`src/design/idp_pkg.sv`:
```
// Shared constants, character codes and the power-of-ten table for the ISO duration parser.
package idp_pkg;

	localparam int CHAR_BITS  = 8;
	localparam int TOTAL_BITS = 48;
	localparam int MUL_BITS   = 17;
	localparam int QHI_BITS   = 18;
	localparam int USER_BITS  = 2;
	localparam int USER_ERR   = 0;
	localparam int USER_SAT   = 1;

	localparam logic [TOTAL_BITS-1:0] TOTAL_MAX = {TOTAL_BITS{1'b1}};

	localparam logic [CHAR_BITS-1:0] CH_P   = 8'h50;
	localparam logic [CHAR_BITS-1:0] CH_T   = 8'h54;
	localparam logic [CHAR_BITS-1:0] CH_D   = 8'h44;
	localparam logic [CHAR_BITS-1:0] CH_H   = 8'h48;
	localparam logic [CHAR_BITS-1:0] CH_M   = 8'h4D;
	localparam logic [CHAR_BITS-1:0] CH_S   = 8'h53;
	localparam logic [CHAR_BITS-1:0] CH_DOT = 8'h2E;
	localparam logic [CHAR_BITS-1:0] CH_0   = 8'h30;
	localparam logic [CHAR_BITS-1:0] CH_9   = 8'h39;

	localparam logic [MUL_BITS-1:0] MUL_DAY  = 17'd86400;
	localparam logic [MUL_BITS-1:0] MUL_HOUR = 17'd3600;
	localparam logic [MUL_BITS-1:0] MUL_MIN  = 17'd60;
	localparam logic [MUL_BITS-1:0] MUL_SEC  = 17'd1;
	localparam logic [MUL_BITS-1:0] MUL_NONE = 17'd0;

	function automatic logic [29:0] pow10(input logic [3:0] n);
		logic [29:0] v;
		case (n)
			4'd0:    v = 30'd1;
			4'd1:    v = 30'd10;
			4'd2:    v = 30'd100;
			4'd3:    v = 30'd1000;
			4'd4:    v = 30'd10000;
			4'd5:    v = 30'd100000;
			4'd6:    v = 30'd1000000;
			4'd7:    v = 30'd10000000;
			4'd8:    v = 30'd100000000;
			4'd9:    v = 30'd1000000000;
			default: v = 30'd0;
		endcase
		return v;
	endfunction

endpackage

```
`src/design/iso_duration_parser_top.sv`:
```
// ISO 8601 duration parser: character stream in, total whole seconds out.
//
//  channel | dir | payload                                   | accept
//  s_*     | in  | tdata: char_code[7:0]; tlast: last        | s_tvalid & s_tready
//  m_*     | out | tdata: seconds[47:0]; tuser: error, satur. | m_tvalid & m_tready
//
// One character is taken per cycle while s_tready is high. The result of a string
// shows on m_tvalid once its last character has passed the six-stage chain that
// scales the whole part and the fraction (input capture, multiply, reciprocal
// estimate, back-multiply, correction, unit add) ahead of the running total.
// Reset clears the run state, the stage valid bits, the running total and m_tvalid.
// Only the last stage, when it holds a last character, waits on the output register;
// earlier stages stall behind it only when full, so bubbles collapse while a result is pending.
module iso_duration_parser_top #(
	parameter int FRAC_DIGITS = 6,
	parameter int WHOLE_BITS  = 32
) (
	input  logic                          clk,
	input  logic                          arst_n,
	input  logic                          s_tvalid,
	output logic                          s_tready,
	input  logic [idp_pkg::CHAR_BITS-1:0] s_tdata,   // char_code[7:0]
	input  logic                          s_tlast,
	output logic                          m_tvalid,
	input  logic                          m_tready,
	output logic [idp_pkg::TOTAL_BITS-1:0] m_tdata,  // seconds[47:0]
	output logic [idp_pkg::USER_BITS-1:0] m_tuser    // [0] error, [1] saturated
);
	import idp_pkg::*;

	localparam longint unsigned FRAC_SCALE = longint'(pow10(4'(FRAC_DIGITS)));
	localparam int FB    = $clog2(FRAC_SCALE);
	localparam int CB    = $clog2(FRAC_DIGITS + 1);
	localparam int WB    = WHOLE_BITS;
	localparam int PB    = FB + MUL_BITS;
	localparam int PWB   = WB + MUL_BITS;
	localparam int AB    = PWB + 1;
	localparam int SB    = ((AB > TOTAL_BITS) ? AB : TOTAL_BITS) + 1;
	localparam int SHIFT = $clog2(FRAC_SCALE + 1) - 1;
	localparam int RW    = QHI_BITS + 1;
	localparam longint unsigned RCP_VAL = (64'd1 << (SHIFT + QHI_BITS)) / FRAC_SCALE;

	localparam logic [RW-1:0] RCP       = RW'(RCP_VAL);
	localparam logic [PB-1:0] SCALE_X1  = PB'(FRAC_SCALE);
	localparam logic [PB-1:0] SCALE_X2  = PB'(2 * FRAC_SCALE);
	localparam logic [CB-1:0] FRAC_LIM  = CB'(FRAC_DIGITS);

	// run state
	logic          started_q, bad_q, time_q, point_q, digit_q;
	logic [WB-1:0] whole_q;
	logic [FB-1:0] frac_q;
	logic [CB-1:0] frac_cnt_q;

	logic          started_n, bad_n, time_n, point_n, digit_n;
	logic [WB-1:0] whole_n;
	logic [FB-1:0] frac_n;
	logic [CB-1:0] frac_cnt_n;
	logic [MUL_BITS-1:0] fe_mul;
	logic          fe_ev;

	logic [WB+3:0] whole_ext;
	logic [3:0]    place_idx;
	logic [3:0]    digit;

	// stages
	logic v_s1, v_s2, v_s3, v_s4, v_s5, v_s6;
	logic rdy1, rdy2, rdy3, rdy4, rdy5, rdy6;
	logic in_fire, consume, out_free;

	logic [MUL_BITS-1:0] mul_s1;
	logic [WB-1:0]       whole_s1;
	logic [FB-1:0]       frac_s1;
	logic ev_s1, last_s1, err_s1;

	logic [PWB-1:0] prodw_s2, prodw_s3, prodw_s4, prodw_s5;
	logic [PB-1:0]  fprod_s2, fprod_s3, fprod_s4;
	logic ev_s2, last_s2, err_s2;
	logic ev_s3, last_s3, err_s3;
	logic ev_s4, last_s4, err_s4;
	logic ev_s5, last_s5, err_s5;
	logic ev_s6, last_s6, err_s6;

	logic [QHI_BITS-1:0]    p_hi;
	logic [QHI_BITS+RW-1:0] qe_prod;
	logic [MUL_BITS-1:0]    qe_s3, qe_s4, q_s5;
	logic [PB-1:0]          qd_s4;
	logic [PB-1:0]          rem;
	logic [AB-1:0]          add_s6;

	logic [SB-1:0]         sum;
	logic                  over;
	logic [TOTAL_BITS-1:0] sum_sat;

	logic [TOTAL_BITS-1:0] total_q;
	logic                  clamp_q;
	logic                  out_valid_q;
	logic [TOTAL_BITS-1:0] seconds_q;
	logic                  err_q, sat_q;

	assign digit     = s_tdata[3:0];
	assign place_idx = 4'(FRAC_DIGITS - 1) - 4'(frac_cnt_q);
	assign whole_ext = (WB+4)'(whole_q) * (WB+4)'(10) + (WB+4)'(digit);

	always_comb begin
		started_n  = started_q;
		bad_n      = bad_q;
		time_n     = time_q;
		point_n    = point_q;
		digit_n    = digit_q;
		whole_n    = whole_q;
		frac_n     = frac_q;
		frac_cnt_n = frac_cnt_q;
		fe_mul     = MUL_NONE;
		fe_ev      = 1'b0;
		if (!started_q) begin
			started_n = 1'b1;
			bad_n     = (s_tdata != CH_P);
		end else if (!bad_q) begin
			if (s_tdata inside {[CH_0:CH_9]}) begin
				digit_n = 1'b1;
				if (!point_q) begin
					if (whole_ext[WB+3:WB] != 4'd0) begin
						whole_n = {WB{1'b1}};
						fe_ev   = 1'b1;
					end else begin
						whole_n = whole_ext[WB-1:0];
					end
				end else if (frac_cnt_q < FRAC_LIM) begin
					frac_n     = FB'(34'(frac_q) + 34'(digit) * 34'(pow10(place_idx)));
					frac_cnt_n = frac_cnt_q + CB'(1);
				end
			end else if (s_tdata == CH_DOT && !point_q) begin
				point_n = 1'b1;
			end else if (s_tdata == CH_DOT && !digit_q) begin
				// lone point repeated: hold
			end else begin
				case (s_tdata)
					CH_D:    fe_mul = MUL_DAY;
					CH_H:    fe_mul = MUL_HOUR;
					CH_S:    fe_mul = MUL_SEC;
					CH_M:    fe_mul = time_q ? MUL_MIN : MUL_NONE;
					CH_T:    time_n = 1'b1;
					default: fe_mul = MUL_NONE;
				endcase
				whole_n    = '0;
				frac_n     = '0;
				frac_cnt_n = '0;
				point_n    = 1'b0;
				digit_n    = 1'b0;
			end
		end
	end

	// ready chain: a stage moves if empty or its successor moves; stage 6 stalls only on a last char
	assign out_free = !out_valid_q || m_tready;
	assign rdy6     = !v_s6 || !last_s6 || out_free;
	assign rdy5     = !v_s5 || rdy6;
	assign rdy4     = !v_s4 || rdy5;
	assign rdy3     = !v_s3 || rdy4;
	assign rdy2     = !v_s2 || rdy3;
	assign rdy1     = !v_s1 || rdy2;
	assign s_tready = rdy1;
	assign in_fire  = s_tvalid && rdy1;
	assign consume  = v_s6 && rdy6;

	always_ff @(posedge clk or negedge arst_n) begin
		if (!arst_n) begin
			started_q  <= 1'b0;
			bad_q      <= 1'b0;
			time_q     <= 1'b0;
			point_q    <= 1'b0;
			digit_q    <= 1'b0;
			whole_q    <= '0;
			frac_q     <= '0;
			frac_cnt_q <= '0;
		end else if (in_fire) begin
			if (s_tlast) begin
				started_q  <= 1'b0;
				bad_q      <= 1'b0;
				time_q     <= 1'b0;
				point_q    <= 1'b0;
				digit_q    <= 1'b0;
				whole_q    <= '0;
				frac_q     <= '0;
				frac_cnt_q <= '0;
			end else begin
				started_q  <= started_n;
				bad_q      <= bad_n;
				time_q     <= time_n;
				point_q    <= point_n;
				digit_q    <= digit_n;
				whole_q    <= whole_n;
				frac_q     <= frac_n;
				frac_cnt_q <= frac_cnt_n;
			end
		end
	end

	always_ff @(posedge clk or negedge arst_n) begin
		if (!arst_n) begin
			v_s1 <= 1'b0;
			v_s2 <= 1'b0;
			v_s3 <= 1'b0;
			v_s4 <= 1'b0;
			v_s5 <= 1'b0;
			v_s6 <= 1'b0;
		end else begin
			if (rdy1) v_s1 <= s_tvalid;
			if (rdy2) v_s2 <= v_s1;
			if (rdy3) v_s3 <= v_s2;
			if (rdy4) v_s4 <= v_s3;
			if (rdy5) v_s5 <= v_s4;
			if (rdy6) v_s6 <= v_s5;
		end
	end

	assign p_hi    = QHI_BITS'(fprod_s2 >> SHIFT);
	assign qe_prod = (QHI_BITS+RW)'(p_hi) * (QHI_BITS+RW)'(RCP);
	assign rem     = fprod_s4 - qd_s4;

	// payload: the pending number rides along with its unit multiplier
	always_ff @(posedge clk) begin
		if (rdy1) begin
			mul_s1   <= fe_mul;
			whole_s1 <= whole_q;
			frac_s1  <= frac_q;
			ev_s1    <= fe_ev;
			last_s1  <= s_tlast;
			err_s1   <= bad_n;
		end
		if (rdy2) begin
			prodw_s2 <= PWB'(whole_s1) * PWB'(mul_s1);
			fprod_s2 <= PB'(frac_s1) * PB'(mul_s1);
			ev_s2    <= ev_s1;
			last_s2  <= last_s1;
			err_s2   <= err_s1;
		end
		if (rdy3) begin
			// quotient estimate, low by at most two
			qe_s3    <= MUL_BITS'(qe_prod >> QHI_BITS);
			fprod_s3 <= fprod_s2;
			prodw_s3 <= prodw_s2;
			ev_s3    <= ev_s2;
			last_s3  <= last_s2;
			err_s3   <= err_s2;
		end
		if (rdy4) begin
			qd_s4    <= PB'(PB'(qe_s3) * SCALE_X1);
			qe_s4    <= qe_s3;
			fprod_s4 <= fprod_s3;
			prodw_s4 <= prodw_s3;
			ev_s4    <= ev_s3;
			last_s4  <= last_s3;
			err_s4   <= err_s3;
		end
		if (rdy5) begin
			q_s5     <= qe_s4 + MUL_BITS'(rem >= SCALE_X1) + MUL_BITS'(rem >= SCALE_X2);
			prodw_s5 <= prodw_s4;
			ev_s5    <= ev_s4;
			last_s5  <= last_s4;
			err_s5   <= err_s4;
		end
		if (rdy6) begin
			add_s6  <= AB'(prodw_s5) + AB'(q_s5);
			ev_s6   <= ev_s5;
			last_s6 <= last_s5;
			err_s6  <= err_s5;
		end
	end

	assign sum     = SB'(total_q) + SB'(add_s6);
	assign over    = (sum > SB'(TOTAL_MAX));
	assign sum_sat = over ? TOTAL_MAX : sum[TOTAL_BITS-1:0];

	always_ff @(posedge clk or negedge arst_n) begin
		if (!arst_n) begin
			total_q     <= '0;
			clamp_q     <= 1'b0;
			out_valid_q <= 1'b0;
		end else begin
			if (consume) begin
				if (last_s6) begin
					total_q <= '0;
					clamp_q <= 1'b0;
				end else begin
					total_q <= sum_sat;
					clamp_q <= clamp_q | over | ev_s6;
				end
			end
			if (consume && last_s6) begin
				out_valid_q <= 1'b1;
			end else if (m_tready) begin
				out_valid_q <= 1'b0;
			end
		end
	end

	always_ff @(posedge clk) begin
		if (consume && last_s6) begin
			seconds_q <= err_s6 ? '0 : sum_sat;
			err_q     <= err_s6;
			sat_q     <= !err_s6 && (clamp_q | over | ev_s6);
		end
	end

	assign m_tvalid           = out_valid_q;
	assign m_tdata            = seconds_q;
	assign m_tuser[USER_ERR]  = err_q;
	assign m_tuser[USER_SAT]  = sat_q;

endmodule

```
`config.mk`:
```
export PLATFORM = sky130hd
export DESIGN_NAME = iso_duration_parser_top
export DESIGN_NICKNAME = d
export VERILOG_FILES = /design/src/design/idp_pkg.sv /design/src/design/iso_duration_parser_top.sv
export SDC_FILE = /design/constraint.sdc
export NUM_CORES = 2
export LEC_CHECK = 0
export BUFFER_PORTS_ARGS = -buffer_cell sky130_fd_sc_hd__buf_2
export CORE_ASPECT_RATIO = 0.75
export CORE_MARGIN = 4
export CORE_UTILIZATION = 60
export CTS_CLUSTER_SIZE = 10
export DETAILED_ROUTE_END_ITERATION = 10
export HOLD_SLACK_MARGIN = 0.02
export PLACE_DENSITY = 0.77
export SYNTH_ARGS = -nofsm -noshare
export SYNTH_HDL_FRONTEND = slang
export SYNTH_SLANG_ARGS = --single-unit
```
`constraint.sdc`:
```
create_clock -name clk -period 7.2 [get_ports clk]
set_input_delay 1.8 -clock clk [delete_from_list [all_inputs] [get_ports clk]]
set_output_delay 1.8 -clock clk [all_outputs]
set_load 0.02 [all_outputs]
```
; ---- Yosys cells after proc, flatten, opt, wreduce, memory -nomap -nowiden
; Memories as Yosys holds them, arrays and structs flattened.
; Index checks and enable logic that the tools add are counted.
[op_classes]
add_sub_neg = 9
n_mul = 6
div = 0
magnitude_cmp = 6
n_eq_ne = 17
n_shift = 0
n_mux = 58
bitwise_logic = 4
reduce_logical = 37
[op_table]
columns = cell, count
row1 = two-way mux 32 bit, 8
row2 = two-way mux 20 bit, 8
row3 = two-way mux 30 bit, 5
row4 = two-way mux 48 bit, 2
row5 = one-hot mux 17 bit (4 select lines), 1
row6 = adder 48 x 50 -> 51 bit, 1
row7 = greater-than comparator 51 x 48 -> 1 bit (second input constant), 1
row8 = adder 49 x 17 -> 50 bit, 1
row9 = multiplier 32 x 17 -> 49 bit, 1
row10 = == test 8 x 7 -> 1 bit (second input constant), 5
row11 = greater-or-equal comparator 37 x 20 -> 1 bit (second input constant), 1
row12 = greater-or-equal comparator 37 x 21 -> 1 bit (second input constant), 1
row13 = multiplier 20 x 17 -> 37 bit, 1
row14 = subtractor 37 bit, 1
row15 = adder 36 x 4 -> 36 bit, 1
row16 = multiplier 32 x 3 -> 35 bit (second input constant), 1
row17 = adder 17 x 1 -> 17 bit, 2
row18 = multiplier 18 x 17 -> 34 bit (second input constant), 1
row19 = multiplier 17 x 14 -> 31 bit (second input constant), 1
row20 = multiplier 4 x 30 -> 20 bit, 1
row21 = two-way mux 1 bit, 25
row22 = two-way mux 3 bit, 8
row23 = adder 20 bit, 1
row24 = inequality test 3 bit (second input constant), 5
row25 = other kinds (22), 54
[word_totals]
ff_bits = 692
latch_bits = 0
ramBits = 0
rom_bits = 480
in_bits = 13
output_inout_bits = 52
elab_cells = 191
mem_count = 1
[mem_list]
columns = name, words, width, read_ports, rd_clocked_by_memory_dff, write_ports, line_no
row1 = (no name shown), 16, 30, 1, 0, 0, idp_pkg.sv:32  ; case (n)

; ---- Depth between registers and ports, before layout
; An unclocked memory read counts as a cell.
[depth]
ltp_word = 15
ltp_mapped = 29
depth_no_buf = 27

; ---- Worst setup path before layout
; OpenSTA, ideal clock, no wires.
[synth_timing]
path_kind = reg-to-reg
start = register whole_s1[13]
end = register prodw_s2[46] (data pin)
setup_time_ps = 258
arrival_time_ps = 6698
t_required_ps = 6942
slack_ps = 244
path_stages_with_launch = 26
n_path_buf = 2
period_less_slack_ps = 6956
cell_sequence = edfxtp_1 clkbuf_1 clkbuf_1 nand2_1 fa_1 fa_1 fa_1 inv_1 fa_1 fa_1 inv_1 fa_1 inv_1 ha_1 a21o_1 a21oi_1 nand2_1 a211oi_1 o311ai_1 a221o_1 a31oi_1 o21a_1 o21ai_1 a221o_1 a21oi_1 xnor2_1
[synth_between]
elab_chain_cells = 1
[synth_rtl]
columns = item, line_no
row1 = start: declaration, iso_duration_parser_top.sv:71  ; logic [WB-1:0] whole_s1;
row2 = start signal: assignment, iso_duration_parser_top.sv:225  ; whole_s1 <= whole_q;
row3 = multiplier 32 x 17 -> 49 bit, iso_duration_parser_top.sv:232  ; prodw_s2 <= PWB'(whole_s1) * PWB'(mul_s1);
row4 = end signal: assignment, iso_duration_parser_top.sv:232
row5 = end: declaration, iso_duration_parser_top.sv:75  ; logic [PWB-1:0] prodw_s2, prodw_s3, prodw_s4, prodw_s5;
; No other way between the ends.
; A chain may end at the register's enable or synchronous reset.

; ---- Final worst setup path
[layout_timing]
start = register mul_s1[5]
end = register fprod_s2[33] (data pin)
[layout_between]
elab_chain_cells = 1
[layout_rtl]
columns = item, line_no
row1 = start: declaration, iso_duration_parser_top.sv:70  ; logic [MUL_BITS-1:0] mul_s1;
row2 = start signal: assignment, iso_duration_parser_top.sv:224  ; mul_s1 <= fe_mul;
row3 = multiplier 20 x 17 -> 37 bit, iso_duration_parser_top.sv:233  ; fprod_s2 <= PB'(frac_s1) * PB'(mul_s1);
row4 = end signal: assignment, iso_duration_parser_top.sv:233
row5 = end: declaration, iso_duration_parser_top.sv:76  ; logic [PB-1:0] fprod_s2, fprod_s3, fprod_s4;
; No other way between the ends.

==> flow_summary.toml <==
[die]
design.portCount = 65
chipWidth_microns = 385
starting_density_of_the_core_pct = 60.6
core_region_area_sq_mm = 0.105
die_area_sq_mm = 0.112
fp-row-count = 103
die_y_microns = 291

[sta]
maxSlewViolCount = 0
post-route-worst-setup-slack_ns = 0.218
finalSetupViolCount = 0
worst_pin_slew_ns = 1.09
fin_tns_setup_ns = 0
number_of_hold_violations_in_the_final_report = 0
fin_crit_ns = 6.98
skew_ns = 0.0682
fmaxAchievable_mhz = 143
rsz0062_at_grt = "yes"
final_min_period_over_clock_period_pct = 97.0
max-slew-margin-rel_pct = 27.1

[finish]
final_nets = 7564
final_design_area_no_fill_sq_mm = 0.0686
filler_cell_count = 8013
multi_input_area_sq_mm = 0.0399
drive_gt1_share_pct = 5.27
final-seq-area_sq_mm = 0.0192
areaGrowthSynthToFinish_pct = 7.33

[place]
hpwlAfterDp_mm = 109
io_buffer_count = 64
final_weighted_congestion_in_routability_driven_placement = 0.936
placed_cell_area_sq_mm = 0.0660
detailedPlace.worstSlack_ns = -0.0134

[critical_path]
criticalPathCategory = "register to register"
timing.critical_path.slowest_stage_cell = "sky130_fd_sc_hd__fa_1"
start_kind = "register"
cp_max_fo = 30
cp_data_arrival_time_ns = 7.35
worst_setup_path_end_kind = "register"
crit_top_cell = "sky130_fd_sc_hd__fa_1"
worst_ep_required_time_ns = 7.57
timing.critical_path.buf_inv = 6
largest_stage_delay_worst_path_ns = 0.55
critPathTopFamily = "adder cells"

[yosys]
ys_types = 91
async_reset_ff_share_pct = 17.6
synth-edff-count = 543
post_synth_instance_area_sq_mm = 0.0639
dominantRegCellSynth = "sky130_fd_sc_hd__edfxtp_1"
synth.yosys.seq_area_share_pct = 30.1
yosys_warning_count = 0
post_syn_instances = 5950
synth.ff_latch_count = 659
syn_nets = 7489
average_footprint_of_a_synthesized_cell_sq_um = 10.7

[clocking]
worst_skew_pair.late_latency_ns = 0.68
postCtsHoldBufs = 0
cts_tree = "done"
h-tree-depth = 3
clk_transition_reported_paths_ns = 0.06
tritoncts.num_buffers = 78
clk_root_buffer_cell = "sky130_fd_sc_hd__clkbuf_16"
clock_sink_count = 659
buffer_depth_of_the_longest_clock_path = 3

[grt]
global_route.overflow_total = 0
first_global_vias = 42400
globalRouteTotalUtil_pct = 24.9
grt_max_degree = 87
grt_pass1_wl_mm = 225
grt_antenna_before_repair = 1

[hold_path]
worstHoldPathType = "register to register"

[routing]
via_count = 41900
detail_route.wl_per_cell_microns = 18.1
wl_met3_mm = 10.7
total_iterations_of_the_first_detailed_routing_run = 6
topRoutingLayerUsed = "met4"
met2RoutedLength_mm = 56.5
m1WireLength_mm = 66.4
routed_wirelength_mm = 136
remaining_drc_errors = 0
vias_per_cell = 5.59
initialDrtViolationCount = 3587
routed_antenna_nets = 0

[pwr]
pwr_density_cell_mw_per_mm2 = 146
worst_ir_drop_vdd_mv = 0.229
leakage_nw = 36.3

[status]
run_status = "finished clean"

[flow_run]
cap_viol_max_count = 0
[what timing repair did]
action,in CTS,in global routing
buffers inserted,0,5
gates resized for setup,3,17
pin swaps,0,5
setup endpoints to repair,3,11
[layout make-up]
| type | instances | area share (%) |
|---|---|---|
| antenna | 1 | 0.00365 |
| clock buffer | 132 | 3.20 |
| clock inverter | 10 | 0.341 |
| inverter | 1152 | 6.31 |
| multi-input combinational | 3991 | 58.1 |
| sequential | 659 | 28.0 |
| tap | 1417 | 2.58 |
| timing repair buffer | 143 | 1.41 |
[synth_stat cells (28+ instances only)]
cell type	number	share of area, %
sky130_fd_sc_hd__inv_1	1152	6.8
sky130_fd_sc_hd__ha_1	820	16
sky130_fd_sc_hd__fa_1	706	22
sky130_fd_sc_hd__edfxtp_1	543	26
sky130_fd_sc_hd__nand2_1	323	1.9
sky130_fd_sc_hd__a21oi_1	308	2.4
sky130_fd_sc_hd__xnor2_1	227	3.1
sky130_fd_sc_hd__and2_1	218	2.1
sky130_fd_sc_hd__nor2_1	166	0.98
sky130_fd_sc_hd__a21o_1	164	1.9
sky130_fd_sc_hd__o21ai_0	135	1.1
sky130_fd_sc_hd__xor2_1	131	1.8
sky130_fd_sc_hd__clkbuf_1	127	0.75
sky130_fd_sc_hd__dfrtp_1	116	4.5
sky130_fd_sc_hd__nand3_1	91	0.71
sky130_fd_sc_hd__and3_1	79	0.77
sky130_fd_sc_hd__nor3_1	55	0.43
sky130_fd_sc_hd__nand2b_1	50	0.49
sky130_fd_sc_hd__nor2b_1	43	0.42
sky130_fd_sc_hd__o21a_1	39	0.46
sky130_fd_sc_hd__nand4_1	37	0.36
sky130_fd_sc_hd__a221o_1	36	0.56
sky130_fd_sc_hd__o21bai_1	28	0.33
[final timing paths]
kind	start	endpoint	slack [ns]	cells after the start
worst max register to register	mul_s1[5]	fprod_s2[33]	0.22	26
worst min-delay path	fprod_s3[13]	fprod_s4[13]	0.38	0
max in group asynchronous	arst_n	frac_q[10]	4.53	2
min in group asynchronous	arst_n	total_q[1]	1.19	1
worst min register to register	fprod_s3[13]	fprod_s4[13]	0.38	0
worst max-delay path	mul_s1[5]	fprod_s2[33]	0.22	26
[flip-flops by register name, indices dropped and copies added, names as in the netlist, 3 cells and up]
name	count
add_s6	50
prodw_s2	49
prodw_s3	49
prodw_s4	49
prodw_s5	49
m_tdata	48
total_q	48
whole_q	32
whole_s1	32
fprod_s2	31
fprod_s3	31
fprod_s4	31
qd_s4	28
frac_q	20
frac_s1	20
q_s5	17
qe_s3	17
qe_s4	17
mul_s1	5
frac_cnt_q	3
[logic make-up after synthesis]
logic type / count (synthesis) / share of synthesized area [%]
AOI/OAI and AO/OA: 934 / 9.62
xor gates and xnor gates: 358 / 4.91
adders and majority gates: 1526 / 38.2
buffers and inverters: 1300 / 7.70
DFF: 659 / 30.1
muxes: 5 / 0.0803
and+or+nand+nor: 1168 / 9.46
[layer usage]
metal | up-vias | GRT usage [%]
met5 | - | 0
met1 | 20500 | 39.7
li1 | 20000 | -
met3 | 147 | 5.22
met2 | 1325 | 35.6
met4 | 0 | 4.33
[worst reg2reg max path: stages, from the launching register on]
cell and delay [ns]:
sky130_fd_sc_hd__edfxtp_1 0.47, sky130_fd_sc_hd__buf_12 0.21, sky130_fd_sc_hd__nand2_1 0.15, sky130_fd_sc_hd__inv_1 0.09, sky130_fd_sc_hd__fa_1 0.55, sky130_fd_sc_hd__inv_1 0.06, sky130_fd_sc_hd__fa_1 0.45, sky130_fd_sc_hd__fa_1 0.54
sky130_fd_sc_hd__inv_1 0.06, sky130_fd_sc_hd__fa_1 0.46, sky130_fd_sc_hd__fa_1 0.55, sky130_fd_sc_hd__inv_1 0.06, sky130_fd_sc_hd__fa_1 0.53, sky130_fd_sc_hd__inv_1 0.04, sky130_fd_sc_hd__ha_1 0.35, sky130_fd_sc_hd__and2_1 0.22
sky130_fd_sc_hd__a221o_1 0.32, sky130_fd_sc_hd__a21o_1 0.19, sky130_fd_sc_hd__a211o_1 0.31, sky130_fd_sc_hd__o21ai_2 0.18, sky130_fd_sc_hd__a211oi_2 0.11, sky130_fd_sc_hd__nor2_1 0.11, sky130_fd_sc_hd__a21oi_1 0.10, sky130_fd_sc_hd__a31oi_2 0.25
sky130_fd_sc_hd__o21bai_1 0.11, sky130_fd_sc_hd__a21oi_2 0.16, sky130_fd_sc_hd__xnor2_1 0.07
[layout by cell type, fill, tap and decap left out, drive strengths merged, types with 43 or more instances in the layout]
cell type  synthesis  routed
o21ai            149     149
xnor2            227     227
nand2b            50      50
ha               820     820
nand2            324     324
nor3              56      56
and2             218     218
nor2b             43      43
and3              79      79
fa               706     706
inv             1152    1155
nand3             91      91
dfrtp            116     116
a21o             164     164
clkbuf           127     132
edfxtp           543     543
nor2             166     166
buf               21     143
xor2             131     131
a21oi            309     309
[report_power, final]
group	total, W	switching [W]	internal (W)
Sequential	0.00455	0.000152	0.00440
Combinational	0.00175	0.00107	0.000680
Clock	0.00372	0.00158	0.00214
[per-stage QoR]
stage	cells	power, W	hold slack (ns)	utilization (%)
after floorplan	5950	0.00589	0.400	-
after detailed placement	7357	0.00634	0.405	62.7
after CTS	7499	0.0101	0.385	65.0
after global placement	7357	0.00630	0.401	62.7
after global routing	7504	0.0105	0.385	65.1
final	7505	0.0100	0.378	65.1
(Power assumes the default switching activity.)
